## src/hw/rtl/dzea_pkg.sv

```systemverilog
// Shared types and constants for the decimated zero-excluding averager.
// No dependencies; used by dzea_div, the top level and the verification files.
`timescale 1ns / 1ps

package dzea_pkg;

   localparam int DEPTH_DEFAULT = 16;
   localparam int SAMPLE_W = 16;
   localparam int INTERVAL_W = 8;
   localparam int CSR_INDEX_W = 8;
   localparam int CSR_DATA_W = 8;

   localparam logic [INTERVAL_W-1:0] RESET_INTERVAL = 8'd100;

   localparam logic [CSR_INDEX_W-1:0] CSR_ENABLE = 8'd0;
   localparam logic [CSR_INDEX_W-1:0] CSR_INTERVAL = 8'd1;

   typedef struct packed {
      logic busy;
      logic done;
   } div_status_type;

endpackage

```

## src/hw/rtl/dzea_ram.sv

```systemverilog
// Generic single-write, single-read RAM with registered read data.
// No dependencies.
`timescale 1ns / 1ps

module dzea_ram #(
   parameter int WIDTH = 16,
   parameter int DEPTH = 16
) (
   input  logic                     clock,
   input  logic                     wr_en,
   input  logic [$clog2(DEPTH)-1:0] wr_addr,
   input  logic [WIDTH-1:0]         wr_data,
   input  logic                     rd_en,
   input  logic [$clog2(DEPTH)-1:0] rd_addr,
   output logic [WIDTH-1:0]         rd_data
);

   logic [WIDTH-1:0] mem_ff [DEPTH];
   logic [WIDTH-1:0] rd_data_ff;

   always_ff @(posedge clock) begin
      if (wr_en) begin
         mem_ff[wr_addr] <= wr_data;
      end
      if (rd_en) begin
         rd_data_ff <= mem_ff[rd_addr];
      end
   end

   assign rd_data = rd_data_ff;

endmodule

```

## src/hw/rtl/dzea_div.sv

```systemverilog
// Bit-serial restoring divider, one quotient bit per cycle.
// Depends on dzea_pkg for the status struct and the quotient width.
`timescale 1ns / 1ps

module dzea_div #(
   parameter int DVD_W = 20,
   parameter int DVS_W = 5
) (
   input  logic                             clock,
   input  logic                             reset,
   input  logic                             start,
   input  logic [DVD_W-1:0]                 dividend,
   input  logic [DVS_W-1:0]                 divisor,
   output dzea_pkg::div_status_type         status,
   output logic [dzea_pkg::SAMPLE_W-1:0]    quotient
);

   localparam int STEP_W = $clog2(DVD_W + 1);

   logic [DVD_W-1:0]  dq_ff, dq_in;
   logic [DVS_W-1:0]  rem_ff, rem_in;
   logic [DVS_W-1:0]  dvs_ff, dvs_in;
   logic [STEP_W-1:0] step_ff, step_in;
   logic              busy_ff, busy_in;
   logic              done_ff, done_in;
   logic [DVS_W:0]    trial;
   logic [DVS_W:0]    diff;
   logic              take;

   always_comb begin
      trial = {rem_ff, dq_ff[DVD_W-1]};
      diff = trial - {1'b0, dvs_ff};
      take = (trial >= {1'b0, dvs_ff});

      dq_in = dq_ff;
      rem_in = rem_ff;
      dvs_in = dvs_ff;
      step_in = step_ff;
      busy_in = busy_ff;
      done_in = 1'b0;

      if (start) begin
         dq_in = dividend;
         rem_in = '0;
         dvs_in = divisor;
         step_in = STEP_W'(DVD_W);
         busy_in = 1'b1;
      end else if (busy_ff) begin
         dq_in = {dq_ff[DVD_W-2:0], take};
         rem_in = take ? diff[DVS_W-1:0] : trial[DVS_W-1:0];
         step_in = step_ff - STEP_W'(1);
         if (step_ff == STEP_W'(1)) begin
            busy_in = 1'b0;
            done_in = 1'b1;
         end
      end
   end

   always_ff @(posedge clock) begin
      if (reset) begin
         busy_ff <= 1'b0;
         done_ff <= 1'b0;
         step_ff <= '0;
      end else begin
         busy_ff <= busy_in;
         done_ff <= done_in;
         step_ff <= step_in;
      end
      dq_ff <= dq_in;
      rem_ff <= rem_in;
      dvs_ff <= dvs_in;
   end

   assign status.busy = busy_ff;
   assign status.done = done_ff;
   assign quotient = dq_ff[dzea_pkg::SAMPLE_W-1:0];

endmodule

```

## src/hw/rtl/decimated_zero_excluding_averager_top.sv

```systemverilog
// Top level of the decimated zero-excluding averager.
// Depends on dzea_pkg, dzea_ram and dzea_div.
`timescale 1ns / 1ps

// One beat in gives one beat out. Every sample_interval beats (while enabled) the
// sample is written into a DEPTH-entry ring buffer; each result carries the truncated
// average of the nonzero entries, or 0 with mostly_zero set when more than
// (DEPTH-1)/2 entries are zero. A beat that stores a sample goes through these steps
// from one accepted beat to the earliest next one: the buffer update (the RAM
// read is issued as the beat is taken), a check of the zero count that starts
// the divider, the bit-serial divider over 16+log2(DEPTH) dividend bits, a
// state that sees it finish, one that loads the output register and one back in idle.
// A beat that stores nothing skips the update; a mostly zero buffer skips the divider,
// and otherwise the divider's one bit per cycle sets the rate, as a new beat is taken
// only in idle. The next beat is taken while a finished result waits in the output
// register; a result still stalled there holds the following one in its last step. The
// buffer reads as zero after reset through per-entry valid bits, so no clearing pass
// is needed. Configuration writes are taken at any time and must come while idle.
module decimated_zero_excluding_averager_top #(
   parameter int DEPTH = dzea_pkg::DEPTH_DEFAULT
) (
   input  logic                                clock,
   input  logic                                reset,
   input  logic                                req_valid,
   output logic                                req_stall,
   input  logic [dzea_pkg::SAMPLE_W-1:0]       req_sample,
   output logic                                rsp_valid,
   input  logic                                rsp_stall,
   output logic [dzea_pkg::SAMPLE_W-1:0]       rsp_average,
   output logic                                rsp_stored,
   output logic                                rsp_mostly_zero,
   input  logic                                csr_valid,
   output logic                                csr_ready,
   input  logic [dzea_pkg::CSR_INDEX_W-1:0]    csr_index,
   input  logic [dzea_pkg::CSR_DATA_W-1:0]     csr_wdata
);

   localparam int SAMPLE_W = dzea_pkg::SAMPLE_W;
   localparam int INTERVAL_W = dzea_pkg::INTERVAL_W;
   localparam int SLOT_W = $clog2(DEPTH);
   localparam int CNT_W = $clog2(DEPTH + 1);
   localparam int SUM_W = SAMPLE_W + $clog2(DEPTH);
   localparam int ZERO_LIMIT = (DEPTH - 1) / 2;

   typedef enum logic [2:0] {
      ST_IDLE,
      ST_UPDATE,
      ST_CHECK,
      ST_DIVIDE,
      ST_DONE
   } state_type;

   state_type             state_ff, state_in;
   logic                  enable_ff, enable_in;
   logic [INTERVAL_W-1:0] interval_ff, interval_in;
   logic [INTERVAL_W-1:0] countdown_ff, countdown_in;
   logic [SLOT_W-1:0]     slot_ff, slot_in;
   logic [DEPTH-1:0]      entry_valid_ff, entry_valid_in;
   logic [SUM_W-1:0]      sum_ff, sum_in;
   logic [CNT_W-1:0]      zero_ff, zero_in;
   logic [SAMPLE_W-1:0]   sample_ff, sample_in;
   logic                  stored_ff, stored_in;
   logic                  mostly_ff, mostly_in;
   logic                  rsp_valid_ff, rsp_valid_in;
   logic [SAMPLE_W-1:0]   rsp_average_ff, rsp_average_in;
   logic                  rsp_stored_ff, rsp_stored_in;
   logic                  rsp_mostly_ff, rsp_mostly_in;

   logic                  req_take;
   logic                  store_now;
   logic                  ram_wr_en;
   logic [SAMPLE_W-1:0]   ram_rd_data;
   logic [SAMPLE_W-1:0]   old_entry;
   logic                  old_zero;
   logic                  new_zero;
   logic                  div_start;
   logic [CNT_W-1:0]      nonzero;
   dzea_pkg::div_status_type div_status;
   logic [SAMPLE_W-1:0]   div_quotient;
   logic                  out_free;

   dzea_ram #(
      .WIDTH (SAMPLE_W),
      .DEPTH (DEPTH)
   ) u_store (
      .clock   (clock),
      .wr_en   (ram_wr_en),
      .wr_addr (slot_ff),
      .wr_data (sample_ff),
      .rd_en   (req_take),
      .rd_addr (slot_ff),
      .rd_data (ram_rd_data)
   );

   dzea_div #(
      .DVD_W (SUM_W),
      .DVS_W (CNT_W)
   ) u_div (
      .clock    (clock),
      .reset    (reset),
      .start    (div_start),
      .dividend (sum_ff),
      .divisor  (nonzero),
      .status   (div_status),
      .quotient (div_quotient)
   );

   assign req_stall = (state_ff != ST_IDLE);
   assign req_take = req_valid && !req_stall;
   assign store_now = (countdown_ff == '0) && enable_ff;
   assign old_entry = entry_valid_ff[slot_ff] ? ram_rd_data : '0;
   assign old_zero = (old_entry == '0);
   assign new_zero = (sample_ff == '0);
   assign ram_wr_en = (state_ff == ST_UPDATE);
   assign nonzero = CNT_W'(DEPTH) - zero_ff;
   assign div_start = (state_ff == ST_CHECK) && !(zero_ff > CNT_W'(ZERO_LIMIT));
   assign out_free = !rsp_valid_ff || !rsp_stall;
   assign csr_ready = 1'b1;

   always_comb begin
      state_in = state_ff;
      enable_in = enable_ff;
      interval_in = interval_ff;
      countdown_in = countdown_ff;
      slot_in = slot_ff;
      entry_valid_in = entry_valid_ff;
      sum_in = sum_ff;
      zero_in = zero_ff;
      sample_in = sample_ff;
      stored_in = stored_ff;
      mostly_in = mostly_ff;
      rsp_valid_in = rsp_valid_ff && rsp_stall;
      rsp_average_in = rsp_average_ff;
      rsp_stored_in = rsp_stored_ff;
      rsp_mostly_in = rsp_mostly_ff;

      if (csr_valid) begin
         case (csr_index)
            dzea_pkg::CSR_ENABLE: enable_in = csr_wdata[0];
            dzea_pkg::CSR_INTERVAL: interval_in = csr_wdata[INTERVAL_W-1:0];
            default: ;
         endcase
      end

      case (state_ff)
         ST_IDLE: begin
            if (req_take) begin
               sample_in = req_sample;
               stored_in = store_now;
               if (store_now) begin
                  countdown_in = (interval_ff == '0) ? '0 : interval_ff - INTERVAL_W'(1);
                  state_in = ST_UPDATE;
               end else begin
                  countdown_in = (countdown_ff == '0) ? '0 : countdown_ff - INTERVAL_W'(1);
                  state_in = ST_CHECK;
               end
            end
         end
         ST_UPDATE: begin
            sum_in = sum_ff - SUM_W'(old_entry) + SUM_W'(sample_ff);
            zero_in = zero_ff - CNT_W'(old_zero) + CNT_W'(new_zero);
            entry_valid_in[slot_ff] = 1'b1;
            slot_in = (slot_ff == SLOT_W'(DEPTH - 1)) ? '0 : slot_ff + SLOT_W'(1);
            state_in = ST_CHECK;
         end
         ST_CHECK: begin
            mostly_in = (zero_ff > CNT_W'(ZERO_LIMIT));
            state_in = mostly_in ? ST_DONE : ST_DIVIDE;
         end
         ST_DIVIDE: begin
            if (div_status.done) begin
               state_in = ST_DONE;
            end
         end
         ST_DONE: begin
            if (out_free) begin
               rsp_valid_in = 1'b1;
               rsp_average_in = mostly_ff ? '0 : div_quotient;
               rsp_stored_in = stored_ff;
               rsp_mostly_in = mostly_ff;
               state_in = ST_IDLE;
            end
         end
         default: begin
            state_in = ST_IDLE;
         end
      endcase
   end

   always_ff @(posedge clock) begin
      if (reset) begin
         state_ff <= ST_IDLE;
         enable_ff <= 1'b1;
         interval_ff <= dzea_pkg::RESET_INTERVAL;
         countdown_ff <= '0;
         slot_ff <= '0;
         entry_valid_ff <= '0;
         sum_ff <= '0;
         zero_ff <= CNT_W'(DEPTH);
         rsp_valid_ff <= 1'b0;
      end else begin
         state_ff <= state_in;
         enable_ff <= enable_in;
         interval_ff <= interval_in;
         countdown_ff <= countdown_in;
         slot_ff <= slot_in;
         entry_valid_ff <= entry_valid_in;
         sum_ff <= sum_in;
         zero_ff <= zero_in;
         rsp_valid_ff <= rsp_valid_in;
      end
      sample_ff <= sample_in;
      stored_ff <= stored_in;
      mostly_ff <= mostly_in;
      rsp_average_ff <= rsp_average_in;
      rsp_stored_ff <= rsp_stored_in;
      rsp_mostly_ff <= rsp_mostly_in;
   end

   assign rsp_valid = rsp_valid_ff;
   assign rsp_average = rsp_average_ff;
   assign rsp_stored = rsp_stored_ff;
   assign rsp_mostly_zero = rsp_mostly_ff;

   a_zero_count_bound : assert property (@(posedge clock) disable iff (reset)
      zero_ff <= CNT_W'(DEPTH))
      else $error("zero entry count above buffer depth");

   a_empty_sum : assert property (@(posedge clock) disable iff (reset)
      (zero_ff == CNT_W'(DEPTH)) |-> (sum_ff == '0))
      else $error("running sum nonzero with all entries zero");

   a_mostly_avg : assert property (@(posedge clock) disable iff (reset)
      (rsp_valid_ff && rsp_mostly_ff) |-> (rsp_average_ff == '0))
      else $error("nonzero average on a mostly zero beat");

   a_take_busy : assert property (@(posedge clock) disable iff (reset)
      req_take |=> (state_ff != ST_IDLE) && !div_status.busy)
      else $error("beat taken while block not idle");

endmodule

```

## config.mk

```make
export PLATFORM = sky130hd
export DESIGN_NAME = decimated_zero_excluding_averager_top
export DESIGN_NICKNAME = d
export VERILOG_FILES = /design/src/hw/rtl/dzea_pkg.sv /design/src/hw/rtl/dzea_ram.sv /design/src/hw/rtl/dzea_div.sv /design/src/hw/rtl/decimated_zero_excluding_averager_top.sv
export SDC_FILE = /design/constraint.sdc
export NUM_CORES = 1
export LEC_CHECK = 0
export BUFFER_PORTS_ARGS = -buffer_cell sky130_fd_sc_hd__buf_2
export CORE_UTILIZATION = 50
export CTS_BUF_LIST = sky130_fd_sc_hd__clkbuf_8
export CTS_CLUSTER_SIZE = 24
export DETAILED_ROUTE_END_ITERATION = 8
export GPL_TIMING_DRIVEN = 1
export HOLD_SLACK_MARGIN = 0.08
export PLACE_DENSITY = 0.69
export SLEW_MARGIN = 30
export SYNTH_ARGS = -nofsm -noshare
export SYNTH_HDL_FRONTEND = slang
export SYNTH_HIERARCHICAL = 1
export SYNTH_SLANG_ARGS = --single-unit
```

## constraint.sdc

```tcl
create_clock -name clock -period 4.2 [get_ports clock]
set_clock_uncertainty 0.2 [all_clocks]
set_input_delay 0.21 -clock clock [delete_from_list [all_inputs] [get_ports clock]]
set_output_delay 0.21 -clock clock [all_outputs]
set_load 0.03 [all_outputs]
```

After elaboration in Yosys (flattened, before gate mapping)
Memory sizes are Yosys's and may differ from the RTL's. A register that Yosys moved wholly into a read port is not among the register bits.
Index checks and enable logic that the tools add are counted.
- register bits: 139
- memory bits (writable): 256
- input bits: 37
- output and inout bits: 21
- word-level logic and storage cells: 102
- memories kept: 1
- add/sub/neg operators: 10
- magnitude comparators: 4
- equal/unequal tests: 10
- mux-type cells: 28
- bitwise logic cells: 2
- reductions and logical operators: 25
- memory list (memory ; depth ; bits a word ; read ports ; clocked after memory_dff ; wr ports ; RTL line ; source):
    u_store.mem_ff ; 16 ; 16 ; 1 ; 1 ; 1 ; dzea_ram.sv:18 ; logic [WIDTH-1:0] mem_ff [DEPTH];
- operators by type and width (cell ; count):
    20-bit two-way mux ; 2
    16-bit zero test ; 2
    8-bit zero test ; 3
    8-bit two-way mux ; 3
    20-bit by 16-bit adder with 20-bit output ; 1
    20-bit by 16-bit subtractor with 20-bit output ; 1
    16-bit two-way mux ; 1
    16-bit bitwise OR ; 1
    8-bit by 1-bit subtractor with 8-bit output (second input constant) ; 2
    5-bit two-way mux ; 3
    3-bit one-hot mux with 5 select lines ; 1
    3-bit two-way mux ; 4
    1-bit two-way mux ; 10
    8-bit by 1-bit == test with 1-bit output (second input constant) ; 1
    2-bit AND reduction ; 4
    3-bit by 2-bit == test with 1-bit output (second input constant) ; 2
    6-bit by 5-bit greater-or-equal comparator with 1-bit output ; 1
    5-bit by 1-bit adder with 5-bit output ; 1
    5-bit by 1-bit == test with 1-bit output (second input constant) ; 1
    5-bit by 3-bit > comparator with 1-bit output (second input constant) ; 1
    1-bit logical AND ; 5
    4-bit by 5-bit less-than comparator with 1-bit output (second input constant) ; 1
    5-bit by 1-bit subtractor with 5-bit output ; 1
    5-bit by 1-bit subtractor with 5-bit output (second input constant) ; 1
    other kinds (22) ; 26

Logic depth before layout (Yosys ltp)
Gate-level depths: netlist of the first run.
- word-level depth: 6
- depth in mapped cells: 15
- depth with buffers taken out: 14

Modules after synthesis
The synthesis of the first run kept the hierarchy.
- modules (own cells, without submodules) (module ; instances ; cells an instance ; area an instance (um2)):
    dzea_ram ; 1 ; 432 ; 10202.3
    decimated_zero_excluding_averager_top ; 1 ; 637 ; 5960.7
    dzea_div ; 1 ; 153 ; 1876.8

Worst setup path after synthesis of the first run
OpenSTA, ideal clock, no wires.
- kind: flip-flop to flip-flop
- start: register slot_ff[0]
- end: register sum_ff[16]
- library setup time: 0.062 ns
- arrival: 4.284 ns
- required time: 3.938 ns
- slack: -0.347 ns
- stages on the path, launching flop included: 16
- buffers on the path: 2
- clock period less this slack: 4.547 ns
- cell sequence: dfxtp_1 -> buf_6 -> mux4_2 -> mux4_2 -> buf_6 -> and2_1 -> fa_1 -> inv_1 -> fa_1 -> a211oi_1 -> o21bai_1 -> a22oi_1 -> nand2_1 -> a211oi_1 -> mux2_2 -> nand3_1
- word-level cells in the longest chain between the ends: 5
- RTL lines (what ; RTL line ; source):
    start: declaration ; decimated_zero_excluding_averager_top.sv:57 ; logic [SLOT_W-1:0] slot_ff, slot_in;
    start signal: assignment ; decimated_zero_excluding_averager_top.sv:206 ; slot_ff <= slot_in;
    1-bit binary-select mux with 4-bit select ; decimated_zero_excluding_averager_top.sv:111 ; assign old_entry = entry_valid_ff[slot_ff] ? ram_rd_data : '0;
    1-bit two-way mux (implied by the code) ; decimated_zero_excluding_averager_top.sv:111 ;
    16-bit two-way mux ; decimated_zero_excluding_averager_top.sv:111 ;
    20-bit by 16-bit subtractor with 20-bit output ; decimated_zero_excluding_averager_top.sv:160 ; sum_in = sum_ff - SUM_W'(old_entry) + SUM_W'(sample_ff);
    20-bit by 16-bit adder with 20-bit output ; decimated_zero_excluding_averager_top.sv:160 ;
    end signal: assignment ; decimated_zero_excluding_averager_top.sv:208 ; sum_ff <= sum_in;
    end: declaration ; decimated_zero_excluding_averager_top.sv:59 ; logic [SUM_W-1:0] sum_ff, sum_in;
Every way passes these cells. The select of a mux whose other input is x is not followed.
A chain may end at the register's enable or synchronous reset.

Worst setup path after layout of the first run
Same ends and word-level chain as after synthesis.

==> qor.yml, run 1 <==
sta:
  max_freq_mhz: 241.1
  min_period_ns: 4.147
  postLayoutSetupSlackWorst_ns: 0.05307
  final_max_slew_viol_count: 0
  hold_violations: 0
  finalCritPeriodShare_pct: 98.74
  rsz0062_at_grt: "yes"
  worstMarginPinSlew_ns: 1.015
  final-setup-viol-count: 0
  slew-limit-headroom_pct: 32.06
routing:
  drc: 0
  ant_nets: 0
  drtIter0Drc: 639
  vias_per_cell: 5.536
  wl_per_cell_um: 19.23
  route.vias.total: 10620
  wl_mm: 36.90
  drtPass1Iterations: 5
worst_setup_path:
  required_ns: 4.54
  path_class: "flip-flop to flip-flop"
  crit_chain: "mux4_2 > mux4_2 > and2_4 > ha_1 > inv_2 > ha_4 > fa_2 > a211oi_2 > o21bai_2 > a22oi_2 > nand2_2 > a211oi_2 > mux2_4 > nand3_2"
  cpMaxStageDelayCell: "mux4_2"
  crit_path_start_kind: "flip-flop"
  timing.rr.start: "slot_ff[0]"
  critPathMaxStageDelay_ns: 0.60
  cp_num_buf_inv: 1
  rr_worst_depth: 14
  r2r_slack_ns: 0.05
  crit_fanout: 7
  end_kind: "flip-flop"
  critPathArrivalTime_ns: 4.49
  r2r-end: "sum_ff[16]"
  cp_top_family: "multiplexers"
yosys:
  synthesis.nets: 1320
  syn-cell-area_um2: 18030
  syn_inst: 1221
  syn_avg_cell_area_um2: 14.77
  synth_warnings: 6
global_route:
  met1_usage_pct: 28.95
  use_met2_pct: 32.73
  grt_pass1_wl_mm: 57.67
  top_usage_layer: "met2"
  overflow: 0
  grt_max_degree: 57
  grt_pass1_vias: 10440
  antenna_found_initial: 0
  grtUsageTotal_pct: 20.78
  use_met3_pct: 4.038
clock_network:
  htreeDepth: 3
  clockBufferDepth: 3
  insertion_delay_ns: 0.61
  cts_tree: "built"
  root_buffer: "clkbuf_8"
  cts.sinks: 411
  numCtsBuffers: 70
  clk_pin_slew_ns: 0.06
cells_and_area:
  instances_no_fill: 1919
  area_growth_pct: 17.83
  fillCellCount: 2691
  nets: 1500
  multi_input_comb_area_um2: 6125
  drive_above_1_share_pct: 25.93
  final_core_util_pct: 59.73
  final_cell_area_um2: 21250
  diodes: 0
  seq_area_um2: 11570
placement:
  place.gp.congestion: 0.9026
  placedInstanceArea_um2: 19090
  hpwl_mm: 23.21
  io_buffers: 56
  dp_cells: 1736
  dp_slack_ns: -0.08394
die:
  rows: 69
  io_pins: 58
  dieArea_um2: 36830
  die_h_um: 191.9
  die_w_um: 191.9
  initial_core_util_pct: 50.70
  core-area_um2: 35570
worst_hold_path:
  holdPathStages: 2
  hold_start: "req_sample[0]"
  worstHoldEndpoint: "sample_ff[0]"
  hold_class: "primary input to flip-flop"
job:
  cap_violations: 0
pwr:
  powerDensity_nw_per_um2: 661.2
  max-vdd-ir-drop_mv: 0.4453
  p_leak_nw: 7.551
  power_mw: 14.05
run_status:
  status: "finished, final reports clean"
[through the flow]
| stage | hold WS [ns] | TNS [ns] |
|---|---|---|
| 3_3_place_gp | 0.1866 | -0.02256 |
| 2_1_floorplan | 0.07907 | -0.002858 |
| 4_1_cts | 0.08236 | -0.08574 |
| 6_report | 0.1206 | 0 |
| 3_5_place_dp | 0.1881 | -0.1997 |
| 5_1_grt | 0.1045 | -0.4104 |
[cell type report]
type,count,share of cell area (%)
Sequential cell,411,54.45
Multi-Input combinational cell,655,28.83
Timing Repair Buffer,171,5.895
Clock buffer,77,4.988
Tap cell,461,2.715
Inverter,92,1.625
Clock inverter,52,1.502
[report_power, final]
group / switching [mW] / internal (mW) / leakage [nW]
registers: 0.391 / 5.01 / 3.65
clock network: 1.60 / 1.89 / 0.792
logic: 2.71 / 2.45 / 3.11
total: 4.70 / 9.35 / 7.55
[worst reg2reg max path: stages, from the launching register on]
cell and delay (ns):
dfxtp_4 0.39, mux4_2 0.53, mux4_2 0.60, and2_4 0.18, ha_1 0.28, inv_2 0.05
ha_4 0.16, fa_2 0.39, a211oi_2 0.28, o21bai_2 0.12, a22oi_2 0.14, nand2_2 0.11
a211oi_2 0.26, mux2_4 0.32, nand3_2 0.06
[sequential cells by signal (all words and copies together), names as in the netlist, 8 cells and up]
name / flops
sum_ff: 20
rsp_average: 16
u_store/mem_ff: 256
interval_ff: 8
u_store/rd_data: 16
sample_ff: 16
u_div/dq_ff: 20
countdown_ff: 8
entry_valid_ff: 16
[routing by layer]
layer	part of all wire, %	vias to the layer above
met1	45	5264
met2	47	313
li1	-	4975
met3	5.7	71
met4	2.3	0
met5	0	-
[placed cells by master (no fill, tap or decap), types with 5 or more instances in the layout]
master	count
nor3_1	9
clkbuf_8	77
xnor2_1	18
and2_4	7
o21ai_1	12
ha_1	33
and2_1	11
a22oi_1	33
a21oi_1	45
buf_4	72
ha_4	11
o21ai_0	6
fa_1	17
nor3_2	6
nand3b_1	7
dfxtp_1	76
dlygate4sd3_1	42
a31oi_1	19
mux2_2	19
buf_2	56
nor2_1	71
inv_1	108
xor2_1	11
a21oi_2	5
clkinv_2	10
mux2i_1	9
mux4_2	60
inv_2	5
a21o_1	8
edfxtp_1	333
nand2_1	76
clkinv_1	14
nor4_1	10
nand3_1	8
a211o_1	8
mux4_1	10
a22o_1	5
nor2b_1	27
[how the worst max path moves through the flow]
stage	from	to	slack, ns	depth (start not counted)
finish	slot_ff[0]	sum_ff[16]	0.05	14
floorplan	slot_ff[0]	sum_ff[19]	-0.003	15
global route	slot_ff[0]	sum_ff[14]	-0.08	14
detailed placement	slot_ff[0]	sum_ff[16]	-0.08	14
global placement	slot_ff[0]	sum_ff[16]	-0.02	14
CTS	slot_ff[0]	sum_ff[19]	-0.05	14
[what timing repair did]
action,in CTS,in global routing
pin swaps,1,29
gates cloned,1,0
setup buffers,1,10
gates resized for setup,8,43
hold endpoints to repair,64,0
endpoints found under the setup margin,4,12
hold buffers,42,0
No activity file was read; power rests on OpenSTA's default activity.
==> run 2, diff against run 1 <==
Settings changed: PLACE_DENSITY 0.69 to 0.68.
==> qor.yml, run 2 (synthesis gave the netlist of run 1 again) <==
run_status:
  status: "complete, but fails checks"
  violations: "setup timing"
worst_setup_path:
  r2r-end: "sum_ff[16]"
  critPathArrivalTime_ns: 4.59
  end_kind: "flip-flop"
  crit_path_start_kind: "flip-flop"
  crit_path_end: "sum_ff[16]"
  path_class: "flip-flop to flip-flop"
  crit_fanout: 6
  startpoint: "slot_ff[0]"
  r2r_slack_ns: -0.03
  rr_worst_depth: 13
  timing.rr.start: "slot_ff[0]"
  required_ns: 4.55
global_route:
  overflow: 0
  antenna_found_initial: 0
  grt_pass1_wl_mm: 56.73
  grt_max_degree: 61
  grtUsageTotal_pct: 20.41
  grt_pass1_vias: 10320
sta:
  slew-limit-headroom_pct: 35.28
  worstMarginPinSlew_ns: 0.9673
  rsz0062_at_grt: "yes"
  final_max_slew_viol_count: 0
  finalCritPeriodShare_pct: 100.8
  min_period_ns: 4.232
  postLayoutSetupSlackWorst_ns: -0.03166
  final-setup-viol-count: 1
  tns_ns: -0.03166
  hold_violations: 0
  max_freq_mhz: 236.3
die:
  die_w_um: 191.9
  dieArea_um2: 36830
  core-area_um2: 35570
  die_h_um: 191.9
  rows: 69
  initial_core_util_pct: 50.70
  io_pins: 58
clock_network:
  cts_tree: "built"
  root_buffer: "clkbuf_8"
  clk_pin_slew_ns: 0.07
  clockBufferDepth: 3
  numCtsBuffers: 67
  insertion_delay_ns: 0.61
  htreeDepth: 3
  cts.sinks: 411
pwr:
  max-vdd-ir-drop_mv: 0.3772
  p_seq_share_pct: 39.8
  p_int_mw: 9.046
  power_mw: 13.56
  comb_power_share_pct: 35.7
  powerDensity_nw_per_um2: 648.3
  switching_share_pct: 33.28
  p_leak_nw: 7.448
  pwr-share-clk_pct: 24.4
  switchingPower_mw: 4.512
cells_and_area:
  seq_area_um2: 11570
  nets: 1489
  area_growth_pct: 15.97
  largest_reg_flops: 256
  multi_input_comb_area_um2: 5969
  drive_above_1_share_pct: 24.32
  diodes: 0
  final_common_cell: "edfxtp_1"
  top_register: "u_store/mem_ff"
  largestRegisters: "u_store/mem_ff x256, sum_ff x20, u_div/dq_ff x20"
  fillCellCount: 2753
  mostFrequentLayoutCells: "edfxtp_1, inv_1, nand2_1, clkbuf_8, dfxtp_1"
routing:
  drc: 0
  drtPass1Iterations: 7
  vias_per_cell: 5.519
  top_layer: "met4"
  dr_wl_met2_mm: 17.32
  drtIter0Drc: 663
  wl_met3_mm: 2.027
  wl_per_cell_um: 19.21
  ant_nets: 0
  wl_met1_mm: 16.10
  wl_mm: 36.50
  route.vias.total: 10490
worst_hold_path:
  hold_class: "primary input to flip-flop"
job:
  cap_violations: 0
placement:
  io_buffers: 56
  hpwl_mm: 23.29
  place.gp.congestion: 0.8982
-- run 2: repair_timing --
action	in CTS	in global routing
setup endpoints to repair	3	8
hold buffers	33	0
pin swaps	0	15
gates cloned	1	0
resized for setup	2	19
buffers inserted	2	5
hold endpoints to repair	62	0
-- run 2: stage by stage --
stage	hold slack, ns	std cells	instance area, um2	setup WS (ns)	utilization (%)
2_1_floorplan	0.07907	1221	18110	-0.002858	-
3_3_place_gp	0.1872	1741	19130	-0.009595	53.78
3_5_place_dp	0.1881	1741	19130	-0.04532	53.78
4_1_cts	0.08008	1895	20790	0.002567	58.44
5_1_grt	0.09971	1900	20910	-0.1862	58.79
6_report	0.1144	1900	20910	-0.03166	58.79
-- run 2: how the worst min path moves through the flow --
stage	from	endpoint	slack, ns	cells after the start
2_1_floorplan	reset	u_div/step_ff[2]	0.08	1
3_3_place_gp	req_sample[1]	sample_ff[1]	0.19	1
3_5_place_dp	req_sample[1]	sample_ff[1]	0.19	1
4_1_cts	req_sample[13]	sample_ff[13]	0.08	2
6_report	req_sample[13]	sample_ff[13]	0.11	2
5_1_grt	req_sample[5]	sample_ff[5]	0.1	2
-- run 2: worst max-delay path: stages, from the launching register on --
cell      delay [ns]
dfxtp_4         0.39
mux4_2          0.54
mux4_2          0.57
and2_4          0.18
fa_1            0.49
inv_2           0.05
fa_2            0.39
a211oi_2        0.27
o21bai_1        0.12
a22oi_1         0.20
nand2_2         0.14
a211oi_2        0.27
mux2_4          0.33
nand3_2         0.06
-- run 2: metal layers --
metal,GRT usage [%],vias up
met5,0,-
met2,32.24,313
met4,8.089,0
met1,27.85,5142
met3,4.038,77
li1,-,4954
-- run 2: layout make-up --
type	instances	share of cell area, %
Clock inverter	42	1.149
Timing Repair Buffer	163	5.576
Tap cell	461	2.758
Multi-Input combinational cell	655	28.54
Inverter	92	1.651
Clock buffer	76	5.002
Sequential cell	411	55.32
-- run 2: power by group through the flow --
| stage | clock, mW | combinational [mW] | sequential [mW] |
|---|---|---|---|
| 5_1_grt | 3.57 | 5.36 | 5.46 |
| 4_1_cts | 3.41 | 4.59 | 5.40 |
| 3_5_place_dp | 0 | 4.52 | 5.48 |
| 3_3_place_gp | 0 | 4.45 | 5.46 |
| 2_1_floorplan | 0 | 3.33 | 5.41 |
| 6_report | 3.31 | 4.84 | 5.40 |
